--- src/hdl/dotstf_pkg.sv ---
// ----------------------------------------------------------------------------
// dotstf_pkg
// Shared constants and types for the POP3 dot-stuffing line encoder.
// ----------------------------------------------------------------------------
package dotstf_pkg;

   localparam int unsigned BURST_DEPTH = 7;
   localparam int unsigned COUNT_WIDTH = $clog2(BURST_DEPTH + 1);
   localparam int unsigned INDEX_WIDTH = $clog2(BURST_DEPTH);
   localparam int unsigned CSR_DATA_WIDTH = 16;
   localparam int unsigned CSR_INDEX_WIDTH = 1;

   localparam logic [7:0] CHAR_CR  = 8'h0D;
   localparam logic [7:0] CHAR_LF  = 8'h0A;
   localparam logic [7:0] CHAR_DOT = 8'h2E;

   localparam logic [15:0] LINES_MAX = 16'hFFFF;

   typedef enum logic [CSR_INDEX_WIDTH-1:0] {
      CSR_TOP_ENABLE     = 1'b0,
      CSR_TOP_BODY_LINES = 1'b1
   } csr_index_type;

   typedef struct packed {
      logic [BURST_DEPTH-1:0][7:0] bytes;
      logic [COUNT_WIDTH-1:0]      count;
      logic                        term;
   } burst_type;

endpackage

--- src/hdl/dotstf_encoder.sv ---
// ----------------------------------------------------------------------------
// dotstf_encoder
// Line state, TOP cut logic and configuration registers. Turns one accepted
// item into a burst of up to seven framed output bytes.
// ----------------------------------------------------------------------------
module dotstf_encoder (
   input  logic                                  clock,
   input  logic                                  reset,
   input  logic                                  accept,
   input  logic [7:0]                            data_byte,
   input  logic                                  end_of_message,
   input  logic                                  csr_write_enable,
   input  logic [dotstf_pkg::CSR_INDEX_WIDTH-1:0] csr_index,
   input  logic [dotstf_pkg::CSR_DATA_WIDTH-1:0]  csr_write_data,
   output dotstf_pkg::burst_type                 burst
);
   import dotstf_pkg::*;

   logic        top_enable_ff;
   logic [15:0] top_lines_ff;
   logic        line_start_ff, line_start_in;
   logic        in_headers_ff, in_headers_in;
   logic [15:0] lines_sent_ff, lines_sent_in;
   logic        cut_ff, cut_in;

   logic        is_lf;
   logic        is_dot;
   logic        body_start;
   logic        do_cut;

   always_ff @(posedge clock) begin
      if (reset) begin
         top_enable_ff <= 1'b0;
         top_lines_ff  <= '0;
      end else if (csr_write_enable) begin
         case (csr_index_type'(csr_index))
            CSR_TOP_ENABLE:     top_enable_ff <= csr_write_data[0];
            CSR_TOP_BODY_LINES: top_lines_ff  <= csr_write_data[15:0];
            default:            top_enable_ff <= top_enable_ff;
         endcase
      end
   end

   always_ff @(posedge clock) begin
      if (reset) begin
         line_start_ff <= 1'b1;
         in_headers_ff <= 1'b1;
         lines_sent_ff <= '0;
         cut_ff        <= 1'b0;
      end else if (accept) begin
         line_start_ff <= line_start_in;
         in_headers_ff <= in_headers_in;
         lines_sent_ff <= lines_sent_in;
         cut_ff        <= cut_in;
      end
   end

   assign is_lf      = (data_byte == CHAR_LF);
   assign is_dot     = (data_byte == CHAR_DOT);
   assign body_start = line_start_ff && !in_headers_ff;
   assign do_cut     = body_start && top_enable_ff && (lines_sent_ff >= top_lines_ff);

   always_comb begin
      line_start_in = line_start_ff;
      in_headers_in = in_headers_ff;
      lines_sent_in = lines_sent_ff;
      cut_in        = cut_ff;
      burst         = '0;
      if (end_of_message) begin
         line_start_in = 1'b1;
         in_headers_in = 1'b1;
         lines_sent_in = '0;
         cut_in        = 1'b0;
         if (!cut_ff) begin
            burst.term = 1'b1;
            if (line_start_ff) begin
               burst.bytes[0] = CHAR_CR;
               burst.bytes[1] = CHAR_LF;
               burst.bytes[2] = CHAR_DOT;
               burst.bytes[3] = CHAR_CR;
               burst.bytes[4] = CHAR_LF;
               burst.count    = COUNT_WIDTH'(5);
            end else begin
               burst.bytes[0] = CHAR_CR;
               burst.bytes[1] = CHAR_LF;
               burst.bytes[2] = CHAR_CR;
               burst.bytes[3] = CHAR_LF;
               burst.bytes[4] = CHAR_DOT;
               burst.bytes[5] = CHAR_CR;
               burst.bytes[6] = CHAR_LF;
               burst.count    = COUNT_WIDTH'(7);
            end
         end
      end else if (cut_ff) begin
         burst.count = '0;
      end else if (do_cut) begin
         cut_in         = 1'b1;
         burst.term     = 1'b1;
         burst.bytes[0] = CHAR_CR;
         burst.bytes[1] = CHAR_LF;
         burst.bytes[2] = CHAR_DOT;
         burst.bytes[3] = CHAR_CR;
         burst.bytes[4] = CHAR_LF;
         burst.count    = COUNT_WIDTH'(5);
      end else begin
         if (body_start && (lines_sent_ff != LINES_MAX)) begin
            lines_sent_in = lines_sent_ff + 16'd1;
         end
         if (line_start_ff && is_lf && in_headers_ff) begin
            in_headers_in = 1'b0;
         end
         line_start_in = is_lf;
         if (line_start_ff && is_dot) begin
            burst.bytes[0] = CHAR_DOT;
            burst.bytes[1] = CHAR_DOT;
            burst.count    = COUNT_WIDTH'(2);
         end else if (is_lf) begin
            burst.bytes[0] = CHAR_CR;
            burst.bytes[1] = CHAR_LF;
            burst.count    = COUNT_WIDTH'(2);
         end else begin
            burst.bytes[0] = data_byte;
            burst.count    = COUNT_WIDTH'(1);
         end
      end
   end

   a_cut_after_headers: assert property (@(posedge clock) disable iff (reset)
      cut_ff |-> !in_headers_ff)
      else $error("cut reached while still in headers");

   a_cut_needs_top: assert property (@(posedge clock) disable iff (reset)
      (accept && !end_of_message && !cut_ff && !top_enable_ff) |=> !cut_ff)
      else $error("cut taken with top mode off");

endmodule

--- src/hdl/dotstf_serializer.sv ---
// ----------------------------------------------------------------------------
// dotstf_serializer
// Result register: holds one burst and sends its bytes one per transfer.
// Takes the next burst in the cycle the last byte goes out.
// ----------------------------------------------------------------------------
module dotstf_serializer (
   input  logic                  clock,
   input  logic                  reset,
   input  logic                  load,
   input  dotstf_pkg::burst_type burst,
   output logic                  load_ready,
   output logic                  rsp_valid,
   input  logic                  rsp_ready,
   output logic [7:0]            rsp_out_byte,
   output logic                  rsp_last_of_message
);
   import dotstf_pkg::*;

   burst_type              burst_ff;
   logic                   busy_ff, busy_in;
   logic [INDEX_WIDTH-1:0] idx_ff, idx_in;
   logic                   at_end;
   logic                   xfer;

   assign at_end     = (COUNT_WIDTH'(idx_ff) == COUNT_WIDTH'(burst_ff.count - COUNT_WIDTH'(1)));
   assign xfer       = busy_ff && rsp_ready;
   assign load_ready = !busy_ff || (rsp_ready && at_end);

   assign rsp_valid           = busy_ff;
   assign rsp_out_byte        = burst_ff.bytes[idx_ff];
   assign rsp_last_of_message = burst_ff.term && at_end;

   always_comb begin
      busy_in = busy_ff;
      idx_in  = idx_ff;
      if (load) begin
         busy_in = (burst.count != '0);
         idx_in  = '0;
      end else if (xfer) begin
         if (at_end) begin
            busy_in = 1'b0;
         end else begin
            idx_in = idx_ff + INDEX_WIDTH'(1);
         end
      end
   end

   always_ff @(posedge clock) begin
      if (reset) begin
         busy_ff <= 1'b0;
         idx_ff  <= '0;
      end else begin
         busy_ff <= busy_in;
         idx_ff  <= idx_in;
      end
   end

   always_ff @(posedge clock) begin
      if (load) begin
         burst_ff <= burst;
      end
   end

   a_index_in_range: assert property (@(posedge clock) disable iff (reset)
      busy_ff |-> (COUNT_WIDTH'(idx_ff) < burst_ff.count))
      else $error("byte index past burst count");

   a_last_is_lf: assert property (@(posedge clock) disable iff (reset)
      (rsp_valid && rsp_last_of_message) |-> (rsp_out_byte == CHAR_LF))
      else $error("last byte of message is not LF");

   a_no_load_midburst: assert property (@(posedge clock) disable iff (reset)
      (load && busy_ff) |-> (rsp_ready && at_end))
      else $error("burst overwritten before it was sent");

endmodule

--- src/hdl/pop3_dot_stuffing_line_encoder.sv ---
// ----------------------------------------------------------------------------
// pop3_dot_stuffing_line_encoder
// Frames raw message bytes as a POP3 stream: LF to CR LF, leading dot
// doubled, optional TOP body-line cut, CR LF . CR LF terminator.
//
//   channel  direction  handshake                 payload
//   req      in         req_valid / req_ready     data_byte, end_of_message
//   rsp      out        rsp_valid / rsp_ready     out_byte, last_of_message
//   csr      in         csr_write_enable          csr_index, csr_write_data
//
// An item causes 0 to 7 output bytes, one byte per rsp transfer: plain
// bytes 1, LF or leading dot 2, the terminator 5 or 7. The next item is
// taken in the cycle the last byte of the current burst transfers; items
// with no output leave the encoder ready for the next item.
// Reset is synchronous and clears line state, the cut flag and registers.
// ----------------------------------------------------------------------------
module pop3_dot_stuffing_line_encoder (
   input  logic                                  clock,
   input  logic                                  reset,
   input  logic                                  req_valid,
   output logic                                  req_ready,
   input  logic [7:0]                            req_data_byte,
   input  logic                                  req_end_of_message,
   output logic                                  rsp_valid,
   input  logic                                  rsp_ready,
   output logic [7:0]                            rsp_out_byte,
   output logic                                  rsp_last_of_message,
   input  logic                                  csr_write_enable,
   input  logic [dotstf_pkg::CSR_INDEX_WIDTH-1:0] csr_index,
   input  logic [dotstf_pkg::CSR_DATA_WIDTH-1:0]  csr_write_data
);
   import dotstf_pkg::*;

   burst_type burst;
   logic      accept;

   assign accept = req_valid && req_ready;

   dotstf_encoder u_encoder (
      .clock            (clock),
      .reset            (reset),
      .accept           (accept),
      .data_byte        (req_data_byte),
      .end_of_message   (req_end_of_message),
      .csr_write_enable (csr_write_enable),
      .csr_index        (csr_index),
      .csr_write_data   (csr_write_data),
      .burst            (burst)
   );

   dotstf_serializer u_serializer (
      .clock               (clock),
      .reset               (reset),
      .load                (accept),
      .burst               (burst),
      .load_ready          (req_ready),
      .rsp_valid           (rsp_valid),
      .rsp_ready           (rsp_ready),
      .rsp_out_byte        (rsp_out_byte),
      .rsp_last_of_message (rsp_last_of_message)
   );

endmodule
--- config.mk ---
export PLATFORM = sky130hd
export DESIGN_NAME = pop3_dot_stuffing_line_encoder
export DESIGN_NICKNAME = d
export VERILOG_FILES = /design/src/hdl/dotstf_pkg.sv /design/src/hdl/dotstf_encoder.sv /design/src/hdl/dotstf_serializer.sv /design/src/hdl/pop3_dot_stuffing_line_encoder.sv
export SDC_FILE = /design/constraint.sdc
export NUM_CORES = 1
export LEC_CHECK = 0
export BUFFER_PORTS_ARGS = -buffer_cell sky130_fd_sc_hd__buf_4
export CORE_ASPECT_RATIO = 1.5
export CORE_MARGIN = 4
export CORE_UTILIZATION = 35
export CTS_BUF_LIST = sky130_fd_sc_hd__clkbuf_16
export DETAILED_ROUTE_END_ITERATION = 6
export HOLD_SLACK_MARGIN = 0.12
export PLACE_DENSITY = 0.62
export RECOVER_POWER = 50
export SLEW_MARGIN = 0
export SYNTH_ARGS = -nofsm -noshare
export SYNTH_HDL_FRONTEND = slang
export SYNTH_SLANG_ARGS = --single-unit
--- constraint.sdc ---
create_clock -name clock -period 3.94 [get_ports clock]
set_input_delay 0.788 -clock clock [delete_from_list [all_inputs] [get_ports clock]]
set_output_delay 0.788 -clock clock [all_outputs]
set_load 0.02 [all_outputs]
==> insert_results.sql, run 1 <==
INSERT INTO impl_metrics (metric_group, metric, value, unit) VALUES
('run', 'maxCapViolations', '0', ''),
('floorplanning', 'placementRows', '42', ''),
('global_route', 'antenna_violations_before_repair', '0', ''),
('floorplanning', 'die-width', '85.87', 'um'),
('status', 'run_status', 'finished, final reports clean', ''),
('layout', 'area_overhead_vs_synth', '17.26', '%'),
('critical_path', 'path_max_fanout', '20', ''),
('clocking', 'clock_latency', '0.29', 'ns'),
('synthesis', 'synthArstFlopShare', '0', '%'),
('synthesis', 'proportion_of_netlist_area_held_by_the_largest_area_contributor', '25.16', '%'),
('timing', 'finalWorstPathRequiredPeriod', '3.010', 'ns'),
('hold_path', 'min-delay-start', 'u_encoder.top_lines_ff[11]', ''),
('routing', 'route.final.wire_length', '7.263', 'mm'),
('layout', 'post_route_cells_drive_above_1_share', '14.46', '%'),
('timing', 'finalWorstSetupSlack', '0.9298', 'ns'),
('clocking', 'cts.repair.resized', '0', ''),
('routing', 'num_vias', '2745', ''),
('synthesis', 'netlist_top_cells_area', 'sky130_fd_sc_hd__dfxtp_1 (25%), sky130_fd_sc_hd__edfxtp_1 (15%), sky130_fd_sc_hd__ha_1 (7.5%)', ''),
('layout', 'ff_latch_area', '1281', 'um2'),
('critical_path', 'worst-r2r-setup-slack', '0.93', 'ns'),
('critical_path', 'timing.critical_path.cells', 'xnor3_2, a41oi_4, inv_1, clkbuf_1, a21o_1, or4_1, nand2_1', ''),
('clocking', 'cts_tree', 'done', ''),
('floorplanning', 'floorplan.core_area', '8828', 'um2'),
('synthesis', 'yosys_most_used_dff', 'sky130_fd_sc_hd__dfxtp_1', ''),
('layout', 'layout.cells.non_filler', '518', ''),
('placed_design', 'gp_congestion', '0.8500', ''),
('floorplanning', 'start_util', '36.05', '%'),
('critical_path', 'cp_top_family', 'compound AO/OA/AOI/OAI gates', ''),
('pwr', 'vdd_drop_max', '0.1667', 'mV'),
('placed_design', 'placedCellCount', '510', ''),
('critical_path', 'timing.reg2reg.worst_path_depth', '7', ''),
('clocking', 'cts-htree-levels', '2', ''),
('timing', 'fmax', '332.2', 'MHz'),
('global_route', 'total_overflow_reported_by_the_global_router', '0', ''),
('clocking', 'maximum_count_of_clock_buffers_along_a_single_path', '2', ''),
('timing', 'finalSetupTns', '0', 'ns'),
('floorplanning', 'die_area', '10720', 'um2'),
('routing', 'avgRoutedWirePerCell', '14.02', 'um'),
('pwr', 'power.static_leakage', '1.441', 'nW'),
('clocking', 'cts_root_buffer', 'sky130_fd_sc_hd__clkbuf_16', ''),
('layout', 'final_cell_area', '3732', 'um2'),
('timing', 'report.final.setup_viol', '0', ''),
('global_route', 'grt_max_degree', '31', ''),
('layout', 'final_nets', '457', ''),
('critical_path', 'rr_startpoint', 'u_serializer.idx_ff[2]', ''),
('critical_path', 'critical_path.n_buffers_inverters', '2', ''),
('clocking', 'post_cts_buffers', '0', ''),
('critical_path', 'setup.worst_path.start_class', 'flip-flop', ''),
('routing', 'remaining_drc_errors', '0', ''),
('hold_path', 'holdCritPathClass', 'flip-flop to flip-flop', ''),
('routing', 'ant_nets', '0', ''),
('layout', 'multiInputGateArea', '1707', 'um2'),
('hold_path', 'min_delay_worst_endpoint', 'u_encoder.top_lines_ff[11]', ''),
('placed_design', 'numPortBuffers', '41', ''),
('timing', 'hold_violations', '0', ''),
('synthesis', 'seq_area_frac_synth', '40.25', '%'),
('critical_path', 'crit-reg2reg-capture', 'u_encoder.lines_sent_ff[6]', ''),
('synthesis', 'syn_area', '3183', 'um2'),
('critical_path', 'worst-setup-path-type', 'flip-flop to flip-flop', ''),
('synthesis', 'syn-instance-count', '374', ''),
('critical_path', 'crit_slowest_cell', 'sky130_fd_sc_hd__dfxtp_1', ''),
('synthesis', 'edff_count_synth', '16', ''),
('routing', 'drt-pass1-iter-count', '4', ''),
('floorplanning', 'die-height', '124.8', 'um'),
('critical_path', 'crit_path_end_kind', 'flip-flop', ''),
('placed_design', 'dpl.hpwl', '5.573', 'mm'),
('timing', 'slew_headroom', '36.33', '%'),
('layout', 'antenna_cells', '0', ''),
('global_route', 'grt_use_total', '13.49', '%'),
('synthesis', 'synth_top_area_cell', 'sky130_fd_sc_hd__dfxtp_1', ''),
('global_route', 'number_of_global_route_vias_before_repair', '2646', '');
-- report_power, final --
part           switching (mW)  total (mW)  internal, mW
sequential             0.0145       0.635         0.620
clock                   0.200       0.499         0.299
combinational          0.0993       0.178        0.0791
total                   0.314        1.31         0.998
-- worst max path at each step --
| stage | startpoint | to | slack [ns] | cells past startpoint |
|---|---|---|---|---|
| floorplan | u_encoder.lines_sent_ff[0] | u_encoder.lines_sent_ff[6] | 1.51 | 9 |
| global placement | req_valid | u_encoder.lines_sent_ff[6] | 1.21 | 8 |
| detailed placement | req_valid | u_encoder.lines_sent_ff[10] | 1.18 | 7 |
| CTS | u_serializer.burst_ff[1] | u_encoder.lines_sent_ff[10] | 1.23 | 8 |
| global route | u_serializer.burst_ff[1] | u_encoder.lines_sent_ff[6] | 0.64 | 9 |
| finish | u_serializer.idx_ff[2] | u_encoder.lines_sent_ff[6] | 0.93 | 7 |
-- metal layers --
layer,track usage [%],vias up,share of wire [%]
met5,0,-,0
met4,3.262,0,0.98
met3,1.853,6,2.9
met2,25.99,51,56
met1,15.02,1290,41
li1,-,1398,-
-- synthesized netlist by cell type (6+ instances only) --
master	number
sky130_fd_sc_hd__and2_1	6
sky130_fd_sc_hd__nand2_1	54
sky130_fd_sc_hd__inv_1	30
sky130_fd_sc_hd__a21oi_1	47
sky130_fd_sc_hd__nand4_1	13
sky130_fd_sc_hd__dfxtp_1	40
sky130_fd_sc_hd__edfxtp_1	16
sky130_fd_sc_hd__or3_1	14
sky130_fd_sc_hd__ha_1	19
sky130_fd_sc_hd__nor3_1	7
sky130_fd_sc_hd__and3_1	16
sky130_fd_sc_hd__nor2_1	15
sky130_fd_sc_hd__clkbuf_1	14
sky130_fd_sc_hd__o21ai_0	17
-- cells in the final DEF (no fill, tap or decap), types with 13 or more instances in the layout --
cell type	count
sky130_fd_sc_hd__nand2_1	54
sky130_fd_sc_hd__a21oi_1	47
sky130_fd_sc_hd__buf_4	42
sky130_fd_sc_hd__dfxtp_1	40
sky130_fd_sc_hd__inv_1	30
sky130_fd_sc_hd__ha_1	19
sky130_fd_sc_hd__o21ai_0	17
sky130_fd_sc_hd__and3_1	16
sky130_fd_sc_hd__edfxtp_1	16
sky130_fd_sc_hd__nor2_1	15
sky130_fd_sc_hd__or3_1	14
sky130_fd_sc_hd__nand4_1	13
-- through the flow --
step | power (mW) | util [%]
floorplan | 0.7602 | -
global placement | 0.8256 | 40.59
detailed placement | 0.8308 | 40.59
CTS | 1.326 | 42.49
global route | 1.368 | 42.28
finish | 1.312 | 42.28
-- worst register-to-register path: cells and delay by family, from the launching register on --
family                    cells  cell delay (ns)
AOI/OAI and AO/OA             2             0.73
xor gates and xnor gates      1             0.54
buffers and inverters         2             0.49
DFF                           1             0.57
and+or+nand+nor               2             0.64
-- cell type report --
| type | instances | share of cell area (%) |
|---|---|---|
| multi-input cells | 269 | 45.73 |
| clock buffers | 5 | 3.352 |
| flip-flops and latches | 56 | 34.33 |
| repair buffers | 45 | 8.750 |
| inverters | 30 | 3.017 |
| well taps | 110 | 3.688 |
| clock inverters | 3 | 1.140 |
-- registers in the layout, summed over array words and instances, names as in the netlist --
name                     flops
u_encoder.cut_ff             1
u_encoder.in_headers_ff      1
u_encoder.line_start_ff      1
u_encoder.lines_sent_ff     16
u_encoder.top_enable_ff      1
u_encoder.top_lines_ff      16
u_serializer.burst_ff       16
u_serializer.idx_ff          3
u_serializer.rsp_valid       1
-- cells by family (layout without fill, tap and decap cells) --
group / after synthesis / after routing / share of synthesized area (%)
AND/OR/NAND/NOR: 142 / 142 / 22.33
XOR/XNOR: 5 / 5 / 2.319
multiplexers: 7 / 7 / 2.987
flip-flops: 56 / 56 / 40.25
adder cells (fa/ha/maj): 19 / 19 / 7.469
AO/OA/AOI/OAI: 96 / 96 / 18.55
buffers and inverters: 49 / 83 / 6.093
(Power assumes the default switching activity.)
==> run 2: changes to the inputs <==
Settings changed: PLACE_DENSITY 0.62 to 0.64.
Clock period 3.94 ns to 2.5 ns, I/O delays scaled along.
==> insert_results.sql, run 2 (synthesis results as in run 1) <==
INSERT INTO impl_metrics (metric_group, metric, value, unit) VALUES
('status', 'run_status', 'finished, final reports clean', ''),
('timing', 'finalSetupTns', '0', 'ns'),
('global_route', 'grt_max_degree', '25', ''),
('pwr', 'final_total_power', '2.171', 'mW'),
('clocking', 'cts_inserted_buffers', '5', ''),
('clocking', 'cts_root_buffer', 'sky130_fd_sc_hd__clkbuf_16', ''),
('routing', 'avgRoutedWirePerCell', '14.64', 'um'),
('timing', 'drv_slew', '0', ''),
('timing', 'finalWorstPathRequiredPeriod', '2.485', 'ns'),
('critical_path', 'timing.reg2reg.worst_path_depth', '10', ''),
('routing', 'drt-vias-per-instance', '5.376', ''),
('layout', 'registers_with_the_most_flip_flops', 'u_encoder.lines_sent_ff (16), u_encoder.top_lines_ff (16), u_serializer.burst_ff (16)', ''),
('layout', 'layout_common_cells', 'sky130_fd_sc_hd__buf_4 (57), sky130_fd_sc_hd__nand2_1 (54), sky130_fd_sc_hd__a21oi_1 (39)', ''),
('critical_path', 'timing.critical_path.arrival', '2.71', 'ns'),
('clocking', 'worst_setup_hold_path_clk_slew', '0.07', 'ns'),
('floorplanning', 'start_util', '36.05', '%'),
('placed_design', 'numPortBuffers', '41', ''),
('critical_path', 'worst-setup-path-type', 'flip-flop to flip-flop', ''),
('global_route', 'total_overflow_reported_by_the_global_router', '0', ''),
('global_route', 'grt_use_total', '14.86', '%'),
('routing', 'met2_wirelength', '4.496', 'mm'),
('critical_path', 'crit_path_end_kind', 'flip-flop', ''),
('clocking', 'clock_sink_count', '56', ''),
('floorplanning', 'die_area', '10720', 'um2'),
('critical_path', 'timing.critical_path.cells', 'inv_2, ha_4, nand2b_4, a2111o_1, a311oi_4, a311oi_4, buf_12, buf_12, or3_4, a21oi_2', ''),
('routing', 'detailedRoute.firstIterationViolations', '137', ''),
('timing', 'fmax', '402.4', 'MHz'),
('timing', 'period_share', '99.41', '%'),
('clocking', 'clock_latency', '0.29', 'ns'),
('timing', 'slew_headroom', '50.86', '%'),
('critical_path', 'max_stage_delay', '0.46', 'ns'),
('critical_path', 'worst-r2r-setup-slack', '0.01', 'ns'),
('placed_design', 'gp_congestion', '0.8299', ''),
('clocking', 'quantity_of_hold_fixing_buffers_added_after_cts', '0', ''),
('routing', 'drt-met1-wl', '2.860', 'mm'),
('global_route', 'number_of_global_route_vias_before_repair', '2825', ''),
('routing', 'drt-pass1-iter-count', '6', ''),
('critical_path', 'path_max_fanout', '8', ''),
('hold_path', 'holdCritPathClass', 'input port to flip-flop', ''),
('clocking', 'maximum_count_of_clock_buffers_along_a_single_path', '2', ''),
('routing', 'met3WireLength', '238', 'um'),
('floorplanning', 'die-height', '124.8', 'um'),
('critical_path', 'setup.worst_path.start_class', 'flip-flop', ''),
('pwr', 'power_per_cell_area', '527.3', 'nW/um2'),
('layout', 'mostFrequentLayoutCell', 'sky130_fd_sc_hd__buf_4', ''),
('floorplanning', 'floorplan.core_area', '8828', 'um2'),
('pwr', 'power.static_leakage', '1.613', 'nW'),
('clocking', 'cts-htree-levels', '2', ''),
('routing', 'route.final.wire_length', '7.903', 'mm'),
('floorplanning', 'die-width', '85.87', 'um'),
('placed_design', 'dpl.hpwl', '5.863', 'mm'),
('clocking', 'cts_tree', 'done', ''),
('routing', 'top_metal_layer_carrying_routed_signals', 'met4', ''),
('pwr', 'vdd_drop_max', '0.2797', 'mV'),
('routing', 'num_vias', '2903', ''),
('run', 'maxCapViolations', '0', ''),
('hold_path', 'hold-path-cell-count', '3', ''),
('floorplanning', 'placementRows', '42', ''),
('layout', 'final_cell_area', '4116', 'um2'),
('routing', 'remaining_drc_errors', '0', ''),
('layout', 'antenna_cells', '0', ''),
('timing', 'worst_hold_margin', '0.4531', 'ns'),
('layout', 'final_nets', '479', ''),
('timing', 'hold_violations', '0', ''),
('timing', 'tightest_slew', '0.7367', 'ns'),
('critical_path', 'worst_ep_required_time', '2.73', 'ns'),
('timing', 'grt_setup_unrepaired', 'true', ''),
('timing', 'report.final.setup_viol', '0', ''),
('layout', 'area_overhead_vs_synth', '29.32', '%'),
('floorplanning', 'pin_count', '42', ''),
('layout', 'post-route-util', '46.63', '%'),
('global_route', 'first_pass_grt_wire_length', '12.89', 'mm'),
('layout', 'post_route_cells_drive_above_1_share', '24.88', '%'),
('layout', 'num-fill-cells', '867', ''),
('global_route', 'antenna_violations_before_repair', '0', ''),
('placed_design', 'place_area', '3716', 'um2'),
('timing', 'max_clock_skew', '0.006550', 'ns'),
('critical_path', 'crit_slowest_cell', 'sky130_fd_sc_hd__a2111o_1', ''),
('routing', 'ant_nets', '0', '');
[run 2: cell types whose count changed in the layout (fill, tap and decap cells not counted), moves of 4 or more]
cell                      delta
sky130_fd_sc_hd__a21oi_2     +8
sky130_fd_sc_hd__a21oi_1     -8
sky130_fd_sc_hd__or3_1       -8
sky130_fd_sc_hd__or3_4       +8
sky130_fd_sc_hd__dfxtp_2     +4
sky130_fd_sc_hd__buf_4      +15
sky130_fd_sc_hd__dfxtp_1     -4
[run 2: final cells by class]
cell class | count | area [um2] | area share (%)
Clock buffer | 6 | 150.1 | 3.647
Timing Repair Buffer | 67 | 548.0 | 13.31
Inverter | 30 | 112.6 | 2.736
Clock inverter | 2 | 33.78 | 0.8207
Sequential cell | 56 | 1286 | 31.25
Multi-Input combinational cell | 269 | 1848 | 44.89
Tap cell | 110 | 137.6 | 3.343
[run 2: layer usage]
metal  track usage, %  vias up
li1                 -     1445
met1            14.73     1371
met2            28.49       64
met3            2.250       23
met4            7.735        0
met5                0        -
[run 2: per-stage QoR]
step,instances,worst slack (ns)
after global routing,540,-0.02918
final,540,0.01474
after global placement,526,0.06665
after CTS,538,-0.01157
after floorplan,374,0.07281
after detailed placement,526,0.01482
[run 2: final timing paths]
path | startpoint | endpoint
max reg2reg | u_encoder.lines_sent_ff[0] | u_encoder.lines_sent_ff[9]
min reg2reg | u_encoder.in_headers_ff | u_encoder.in_headers_ff
max | u_encoder.lines_sent_ff[0] | u_encoder.lines_sent_ff[9]
min | csr_write_data[9] | u_encoder.top_lines_ff[9]
[run 2: worst max-delay path: cells and delay by family (launching register included)]
kind,cells,cell delay [ns]
buf+inv,3,0.35
fa+ha+maj,1,0.20
flops,1,0.35
compound gates,4,1.00
simple gates,2,0.51
[run 2: power by group]
| part | switching (mW) | internal (mW) | leakage (nW) |
|---|---|---|---|
| clock network | 0.312 | 0.530 | 0.0934 |
| registers | 0.0213 | 0.978 | 0.479 |
| logic | 0.175 | 0.154 | 1.04 |
[run 2: what timing repair did]
item,CTS,global route
gates cloned,2,0
resized for setup,11,23
endpoints found under the setup margin,13,19
pin swaps,10,24
buffers inserted,2,2
==> run 3: changes to the inputs <==
Settings changed: PLACE_DENSITY 0.64 to 0.59.
==> insert_results.sql, run 3 (synthesis results as in run 1) <==
INSERT INTO impl_metrics (metric_group, metric, value, unit) VALUES
('pwr', 'power_per_cell_area', '498.2', 'nW/um2'),
('clocking', 'worst_setup_hold_path_clk_slew', '0.07', 'ns'),
('floorplanning', 'placementRows', '42', ''),
('clocking', 'clock_latency', '0.29', 'ns'),
('critical_path', 'worst-setup-path-type', 'flip-flop to flip-flop', ''),
('layout', 'area_overhead_vs_synth', '25.51', '%'),
('timing', 'drv_slew', '0', ''),
('clocking', 'clock_sink_count', '56', ''),
('timing', 'fmax', '401.7', 'MHz'),
('timing', 'grt_setup_unrepaired', 'true', ''),
('clocking', 'cts_inserted_buffers', '5', ''),
('placed_design', 'numPortBuffers', '41', ''),
('placed_design', 'dpl.hpwl', '5.848', 'mm'),
('clocking', 'cts_tree', 'done', ''),
('critical_path', 'timing.reg2reg.worst_path_depth', '9', ''),
('timing', 'hold_violations', '0', ''),
('routing', 'detailedRoute.firstIterationViolations', '97', ''),
('timing', 'report.final.setup_viol', '0', ''),
('pwr', 'power.static_leakage', '1.582', 'nW'),
('layout', 'layout_common_cells', 'sky130_fd_sc_hd__buf_4 (63), sky130_fd_sc_hd__nand2_1 (54), sky130_fd_sc_hd__a21oi_1 (40)', ''),
('timing', 'tightest_slew', '0.7401', 'ns'),
('placed_design', 'gp_congestion', '0.8228', ''),
('routing', 'num_vias', '2837', ''),
('global_route', 'total_overflow_reported_by_the_global_router', '0', ''),
('clocking', 'cts-htree-levels', '2', ''),
('global_route', 'first_pass_grt_wire_length', '12.49', 'mm'),
('hold_path', 'hold-path-cell-count', '3', ''),
('layout', 'post_route_cells_drive_above_1_share', '23.72', '%'),
('hold_path', 'holdCritPathClass', 'input port to flip-flop', ''),
('timing', 'slew_headroom', '50.63', '%'),
('run', 'maxCapViolations', '0', ''),
('critical_path', 'worst_ep_required_time', '2.73', 'ns'),
('status', 'run_status', 'finished, final reports clean', ''),
('routing', 'remaining_drc_errors', '0', ''),
('layout', 'layout.cells.non_filler', '540', ''),
('routing', 'ant_nets', '0', ''),
('timing', 'period_share', '99.58', '%'),
('floorplanning', 'die_area', '10720', 'um2'),
('global_route', 'antenna_violations_before_repair', '0', ''),
('critical_path', 'crit_path_end_kind', 'flip-flop', ''),
('pwr', 'vdd_drop_max', '0.2742', 'mV'),
('floorplanning', 'pin_count', '42', ''),
('global_route', 'grt_max_degree', '25', ''),
('floorplanning', 'die-width', '85.87', 'um'),
('placed_design', 'placedCellCount', '524', ''),
('layout', 'mostFrequentLayoutCell', 'sky130_fd_sc_hd__buf_4', ''),
('global_route', 'grt_use_total', '14.27', '%'),
('floorplanning', 'floorplan.core_area', '8828', 'um2'),
('routing', 'drt-vias-per-instance', '5.254', ''),
('layout', 'final_nets', '479', ''),
('timing', 'finalSetupTns', '0', 'ns'),
('routing', 'route.final.wire_length', '7.671', 'mm'),
('clocking', 'maximum_count_of_clock_buffers_along_a_single_path', '2', ''),
('critical_path', 'setup.worst_path.start_class', 'flip-flop', ''),
('routing', 'avgRoutedWirePerCell', '14.21', 'um'),
('global_route', 'number_of_global_route_vias_before_repair', '2702', ''),
('critical_path', 'path_max_fanout', '5', ''),
('floorplanning', 'die-height', '124.8', 'um'),
('floorplanning', 'start_util', '36.05', '%'),
('timing', 'finalWorstPathRequiredPeriod', '2.490', 'ns'),
('critical_path', 'timing.critical_path.arrival', '2.72', 'ns'),
('timing', 'max_clock_skew', '0.006102', 'ns'),
('layout', 'antenna_cells', '0', ''),
('layout', 'registers_with_the_most_flip_flops', 'u_encoder.lines_sent_ff (16), u_encoder.top_lines_ff (16), u_serializer.burst_ff (16)', ''),
('layout', 'num-fill-cells', '878', ''),
('routing', 'drt-pass1-iter-count', '4', ''),
('clocking', 'cts_root_buffer', 'sky130_fd_sc_hd__clkbuf_16', '');
run 3: cell types whose count changed in the layout (fill, tap and decap cells not counted), moves of 2 or more:
cell,previous run,this run
sky130_fd_sc_hd__buf_4,57,63
sky130_fd_sc_hd__clkbuf_1,4,1
sky130_fd_sc_hd__buf_12,2,0
sky130_fd_sc_hd__and2_1,3,5
sky130_fd_sc_hd__buf_16,2,0
sky130_fd_sc_hd__or3_4,8,4
sky130_fd_sc_hd__clkinv_2,0,2
sky130_fd_sc_hd__clkbuf_2,2,0
sky130_fd_sc_hd__or3_1,6,10
sky130_fd_sc_hd__and2_0,3,1
run 3: area by class of cell:
cell class | count | area (um2) | area share, %
well taps | 110 | 137.6 | 3.445
repair buffers | 67 | 500.5 | 12.53
inverters | 30 | 112.6 | 2.819
flip-flops and latches | 56 | 1285 | 32.16
clock buffers | 5 | 125.1 | 3.132
clock inverters | 3 | 13.76 | 0.3445
multi-input cells | 269 | 1821 | 45.57
run 3: stage by stage:
stage	power [mW]	util (%)	worst slack, ns	instance area [um2]	hold slack (ns)
final	1.990	45.25	0.01050	3995	0.4528
after global routing	2.083	45.25	-0.06458	3995	0.4578
after CTS	1.998	43.69	0.04411	3857	0.4482
after detailed placement	1.322	41.78	-0.01683	3689	0.4425
after global placement	1.319	41.78	0.05302	3689	0.4349
after floorplan	1.198	-	0.07281	3183	0.4271
run 3: metal layers:
| layer | GRT usage [%] | routed length, um |
|---|---|---|
| met4 | 6.524 | 274 |
| met3 | 1.985 | 273 |
| met2 | 26.58 | 4205 |
| met5 | 0 | 0 |
| met1 | 15.36 | 2918 |
run 3: where the power goes:
part | internal, mW | total [mW] | switching (mW) | leakage (nW)
clock | 0.365 | 0.675 | 0.310 | 0.0710
sequential | 0.978 | 0.998 | 0.0200 | 0.479
combinational | 0.148 | 0.318 | 0.170 | 1.03
run 3: worst paths after layout:
kind / from / end / slack (ns)
worst max register to register: u_encoder.lines_sent_ff[0] / u_encoder.lines_sent_ff[6] / 0.01
worst max-delay path: u_encoder.lines_sent_ff[0] / u_encoder.lines_sent_ff[6] / 0.01
worst min-delay path: csr_write_data[9] / u_encoder.top_lines_ff[9] / 0.45
worst min register to register: u_encoder.top_lines_ff[6] / u_encoder.top_lines_ff[6] / 0.45
run 3: critical path: stages, from the launching register on:
cell                       delay, ns
sky130_fd_sc_hd__dfxtp_2        0.34
sky130_fd_sc_hd__inv_2          0.04
sky130_fd_sc_hd__ha_4           0.20
sky130_fd_sc_hd__nand2b_4       0.13
sky130_fd_sc_hd__a2111o_1       0.47
sky130_fd_sc_hd__a311oi_4       0.35
sky130_fd_sc_hd__a311oi_4       0.18
sky130_fd_sc_hd__buf_4          0.17
sky130_fd_sc_hd__or4_1          0.49
sky130_fd_sc_hd__nand2_1        0.07
run 3: what timing repair did:
action                     in CTS  in global routing
hold buffers                    0                  0
gates cloned                    0                  2
pin swaps                       3                 24
resized for setup               0                 27
setup endpoints to repair      12                 15
setup buffers                   4                  2
